$ cat src/rtl/core/aligned_first_fit_arena_allocator_unit_assert.svh
// Assertion macros for the arena allocator unit.
// Used by the top level only; needs nothing else.
`ifndef ALIGNED_FIRST_FIT_ARENA_ALLOCATOR_UNIT_ASSERT_SVH
`define ALIGNED_FIRST_FIT_ARENA_ALLOCATOR_UNIT_ASSERT_SVH

// same-cycle implication
`define AFFA_ASSERT_IMPLY(label, clk, rst_n, ante, cons, msg) \
    label: assert property (@(posedge clk) disable iff (!(rst_n)) (ante) |-> (cons)) \
        else $error(msg);

// next-cycle implication
`define AFFA_ASSERT_NEXT(label, clk, rst_n, ante, cons, msg) \
    label: assert property (@(posedge clk) disable iff (!(rst_n)) (ante) |=> (cons)) \
        else $error(msg);

`endif

$ cat src/rtl/core/affa_div.sv
// Restoring divider, one quotient bit per cycle; returns the remainder.
// No dependencies.
module affa_div #(
    parameter int W = 17
) (
    input  logic         i_clk,
    input  logic         i_rst_n,
    input  logic         i_start,
    input  logic [W-1:0] i_dividend,
    input  logic [W-1:0] i_divisor,
    output logic         o_done,
    output logic [W-1:0] o_rem
);
    localparam int CW = $clog2(W + 1);

    logic          r_busy, r_done;
    logic [CW-1:0] r_cnt;
    logic [W:0]    r_rem;
    logic [W-1:0]  r_quo, r_dvs;
    logic [W:0]    trial;

    assign trial = {r_rem[W-1:0], r_quo[W-1]};

    // control
    always_ff @(posedge i_clk) begin
        if (!i_rst_n) begin
            r_busy <= 1'b0;
            r_done <= 1'b0;
            r_cnt  <= '0;
        end else begin
            r_done <= 1'b0;
            if (i_start) begin
                r_busy <= 1'b1;
                r_cnt  <= '0;
            end else if (r_busy) begin
                r_cnt <= r_cnt + CW'(1);
                if (r_cnt == CW'(W - 1)) begin
                    r_busy <= 1'b0;
                    r_done <= 1'b1;
                end
            end
        end
    end

    // datapath
    always_ff @(posedge i_clk) begin
        if (i_start) begin
            r_rem <= '0;
            r_quo <= i_dividend;
            r_dvs <= i_divisor;
        end else if (r_busy) begin
            r_rem <= (trial >= {1'b0, r_dvs}) ? (trial - {1'b0, r_dvs}) : trial;
            r_quo <= {r_quo[W-2:0], 1'b0};
        end
    end

    assign o_done = r_done;
    assign o_rem  = r_rem[W-1:0];
endmodule

$ cat config.mk
export PLATFORM = sky130hd
export DESIGN_NAME = affa_div
export DESIGN_NICKNAME = d
export VERILOG_FILES = /design/src/rtl/core/aligned_first_fit_arena_allocator_unit_assert.svh /design/src/rtl/core/affa_div.sv
export SDC_FILE = /design/constraint.sdc
export NUM_CORES = 1
export LEC_CHECK = 0
export ABC_AREA = 1
export BUFFER_PORTS_ARGS = -buffer_cell sky130_fd_sc_hd__buf_4
export CORE_ASPECT_RATIO = 0.8
export CORE_MARGIN = 5
export CORE_UTILIZATION = 24
export DETAILED_ROUTE_END_ITERATION = 16
export PLACE_DENSITY_LB_ADDON = 0.05
export SYNTH_ARGS = -nofsm -noshare
export SYNTH_HDL_FRONTEND = slang
export SYNTH_SLANG_ARGS = --single-unit
$ cat constraint.sdc
create_clock -name i_clk -period 2.6 [get_ports i_clk]
set_clock_uncertainty 0.1 [all_clocks]
set_input_delay 0.52 -clock i_clk [delete_from_list [all_inputs] [get_ports i_clk]]
set_output_delay 0.52 -clock i_clk [all_outputs]
set_load 0.01 [all_outputs]
After elaboration in Yosys (flattened, before gate mapping) --
Cells that the tools add are included.
Word-level totals: input bits 37, word-level logic and storage cells 22, register bits after elaboration 58
Operators by class: equal/unequal tests 1, $add $sub $neg 2, mux-type cells 7, bitwise logic cells 2, order comparisons 1, reduce and logical (&&, ||, !) cells 3
Operators with widths (count):
- 17-bit 2-to-1 mux | 3
- 18-bit by 17-bit greater-or-equal comparator with 1-bit output | 1
- 17-bit subtractor | 1
- 5-bit by 1-bit adder with 5-bit output, second input constant | 1
- 5-bit == test, second input constant | 1
- 1-bit 2-to-1 mux | 4
- 3-bit OR reduction | 1
- 1-bit inverter | 2
- 2-bit nonzero test | 1
- 2-bit OR reduction | 1

Logic depth before layout (Yosys ltp) --
depth in word-level cells 4, mapped depth 14

Worst setup path after synthesis --
Ideal clock, no wire load.
path type register -> register, from register r_quo[16], to register r_rem[12], arrival 1.753 ns, period minus slack after synthesis 1.964 ns, path slack 0.636 ns, stages on the path, launching flop included 12, data required time 2.388 ns, path through edfxtp_1 -> inv_1 -> ha_1 -> inv_1 -> fa_1 -> nand3_2 -> nand3_2 -> nand2_4 -> buf_2 -> nand3b_1 -> nand3_2 -> nand2_2
Between the ends: cells in the longest elaborated chain, start to end 2
RTL lines:
- start: declaration | RTL line affa_div.sv:19 | logic [W-1:0] r_quo, r_dvs;
- start signal: assignment | RTL line affa_div.sv:49 | r_quo <= i_dividend;
- start signal: assignment | RTL line affa_div.sv:53 | r_quo <= {r_quo[W-2:0], 1'b0};
- 17-bit subtractor / 18-bit by 17-bit greater-or-equal comparator with 1-bit output (equally long branches) | RTL line affa_div.sv:52 | r_rem <= (trial >= {1'b0, r_dvs}) ? (trial - {1'b0, r_dvs}) : trial;
- 17-bit 2-to-1 mux * | RTL line affa_div.sv:52
- end signal: assignment | RTL line affa_div.sv:52
- end: declaration | RTL line affa_div.sv:18 | logic [W:0] r_rem;
Mark *: on every way between the ends. The rest lies on a longest branch, timed or not. A chain may end at the register's enable or synchronous reset.

Final worst setup path --
from register r_quo[16], to register r_rem[10]
Same word-level chain as after synthesis.

==> impl_metrics.tcl <==
set metrics [dict create \
    status "finished, final reports clean" \
    die_w_um 148 \
    clockBufferDepth 2 \
    drt_iter0_drc 141 \
    ctsHoldBuffers 0 \
    fill_cells 1658 \
    met3_usage_pct 4.50 \
    ys_warn_count 0 \
    grt_util_met1_pct 18.1 \
    vias 3052 \
    start_kind "flip-flop" \
    yosysMostFrequentCell "nand2_1" \
    yosys.area.top_type "edfxtp_1" \
    worst_pin_slew_ps 477 \
    crit_type "flip-flop to flip-flop" \
    syn_inst 479 \
    clock.fmax_mhz 432 \
    required_ps 2760 \
    rsz0062_at_grt "no" \
    synth_nets 536 \
    r2r_slack_ps 290 \
    dp_hpwl_um 7700 \
    fp-row-count 40 \
    tns_ps 0 \
    diodes 0 \
    postPlaceCellArea_sq_mm 0.00431 \
    worst-path-buf-inv 2 \
    areaGrowthSynthToFinish_pct 24.6 \
    fin_nets 599 \
    fp.dieArea_sq_mm 0.0179 \
    grt_max_degree 20 \
    seq_area_frac_synth_pct 40.9 \
    synth_top_cell_area_share_pct 27.8 \
    setup_violations 0 \
    boundaryPins 55 \
    initial_core_util_pct 24.4 \
    worstPathArrival_ps 2470 \
    netlist_area_sq_mm 0.00367 \
    cts.reportedPaths.clkPinSlew_ps 60 \
    cts_tree "done" \
    grt_pass1_vias 3156 \
    post_cts_buffers 0 \
    synth_flop_cell "edfxtp_1" \
    grt_overflow 0 \
    cts.sinks 58 \
    hp-class "input port to flip-flop" \
    synth-seq-cells 58 \
    avgSynthCellArea_sq_um 7.66 \
    cp_slowest_cell "fa_1" \
    fin_crit_sh_pct 89.0 \
    htreeDepth 3 \
    track_usage_pct 12.3 \
    via_per_inst 4.15 \
    post_cts_resized 0 \
    slew_headroom_pct 68.0 \
    grt-busiest-layer "met1" \
    end_kind "flip-flop" \
    insertion_delay_ps 340 \
    peakVddDrop_mv 0.258 \
    postRouteAntennaNets 0 \
    die_h_um 121 \
    final_area_sq_mm 0.00457 \
    p_per_area_mw_per_mm2 529 \
    gp_congestion 0.828 \
    wirelength_um 10300 \
    port_buffers 54 \
    drive_gt1_share_pct 22.1 \
    leakagePower_nw 2.31 \
    synthDistinctLibCells 37 \
    numCtsBuffers 9 \
    crit_fanout 19 \
    grt_pass1_wl_um 16700 \
    path_cells "inv_1 -> ha_1 -> inv_1 -> fa_1 -> nand3_2 -> nand3_2 -> nand2_4 -> nand2_4 -> nand2_1 -> nand3_1 -> o21ai_0" \
    antenna_found_initial 0 \
    drv_slew 0 \
    core_area_sq_mm 0.0150 \
    drtPass1Iterations 4 \
    critical-path-top-delay-family "simple AND/OR/NAND/NOR gates" \
    ys_top_cells_by_count "nand2_1 (162), inv_1 (80), edfxtp_1 (34)" \
    synth-edff-count 34 \
    drc 0 \
    synthTopCellsByArea "edfxtp_1 (28%), nand2_1 (17%), dfxtp_1 (13%)" \
    period_needed_ps 2310 \
    hold_viol_final 0 \
    cts-root-buf "clkbuf_16" \
    wl_per_cell_um 14.1 \
    drv_cap 0 \
    async_reset_ff_share_pct 0 \
    grt.met2_usage_pct 16.4 \
    crit_path_max_incr_delay_ps 450 \
]
cell families after synthesis:
family          synth area share, %
simple gates                   36.4
buf+inv                        10.6
flops                          40.9
compound gates                 3.38
fa+ha+maj                      7.02
xor+xnor                       1.67
per-stage QoR:
step                util, %  setup WS, ps  total power, mW  std cells  hold slack (ps)
floorplan                 -           636             1.25        479              363
global placement       28.7           341             1.37        720              376
detailed placement     28.7           300             1.37        720              385
CTS                    30.5           273             2.46        736              233
global route           30.5          99.8             2.55        736              231
finish                 30.5           285             2.42        736              248
registers in the layout, indices dropped and copies added (netlist names):
register,cells
r_cnt,5
o_done,1
r_dvs,17
r_rem,17
r_busy,1
r_quo,17
placed cells by master (no fill, tap or decap), types with 2 or more instances in the layout:
cell type   instances
nor2_1             18
nor2_4              3
nand2_4             2
nand3_2            16
and2_1              2
edfxtp_1           34
inv_2               5
a21oi_1            12
clkinv_2            2
nand4_1             4
clkinvlp_4          2
clkinv_1            4
xor2_1              2
nor3_1              4
ha_1               19
dfxtp_1            24
o21ai_0             7
inv_1              80
nand2_2            18
buf_4              60
nand3b_1            8
clkbuf_16           9
xnor2_1             5
nand3_1            33
nand2_1           162
nor2_2              2
power breakdown:
group | total (mW) | internal [mW] | leakage [nW] | switching [mW]
clock | 1.07 | 0.630 | 0.124 | 0.445
combinational | 0.294 | 0.115 | 1.65 | 0.179
sequential | 1.05 | 1.03 | 0.535 | 0.0181
total | 2.42 | 1.78 | 2.31 | 0.641
final cells by class:
cell class	count	area (sq um)	area share (%)
multi-input combinational	326	1780	38.9
inverter	86	323	7.06
sequential	58	1500	32.8
tap	189	236	5.17
clock inverter	7	36.3	0.794
timing repair buffer	61	470	10.3
clock buffer	9	225	4.93
per-layer routing:
layer / vias to the layer above / share of wire (%)
li1: 1635 / -
met1: 1358 / 55
met2: 50 / 39
met3: 9 / 4.6
met4: 0 / 1.0
met5: - / 0
final timing paths:
| path | depth (start not counted) | startpoint | endpoint |
|---|---|---|---|
| worst max-delay path | 11 | r_quo[16]$_DFFE_PP_ | r_rem[10]$_SDFFE_PP0P_ |
| worst min-delay path | 1 | i_divisor[10] | r_dvs[10]$_DFFE_PP_ |
| worst max register to register | 11 | r_quo[16]$_DFFE_PP_ | r_rem[10]$_SDFFE_PP0P_ |
| worst min register to register | 2 | r_rem[6]$_SDFFE_PP0P_ | r_rem[6]$_SDFFE_PP0P_ |
Power figures use the tool's default switching activity.
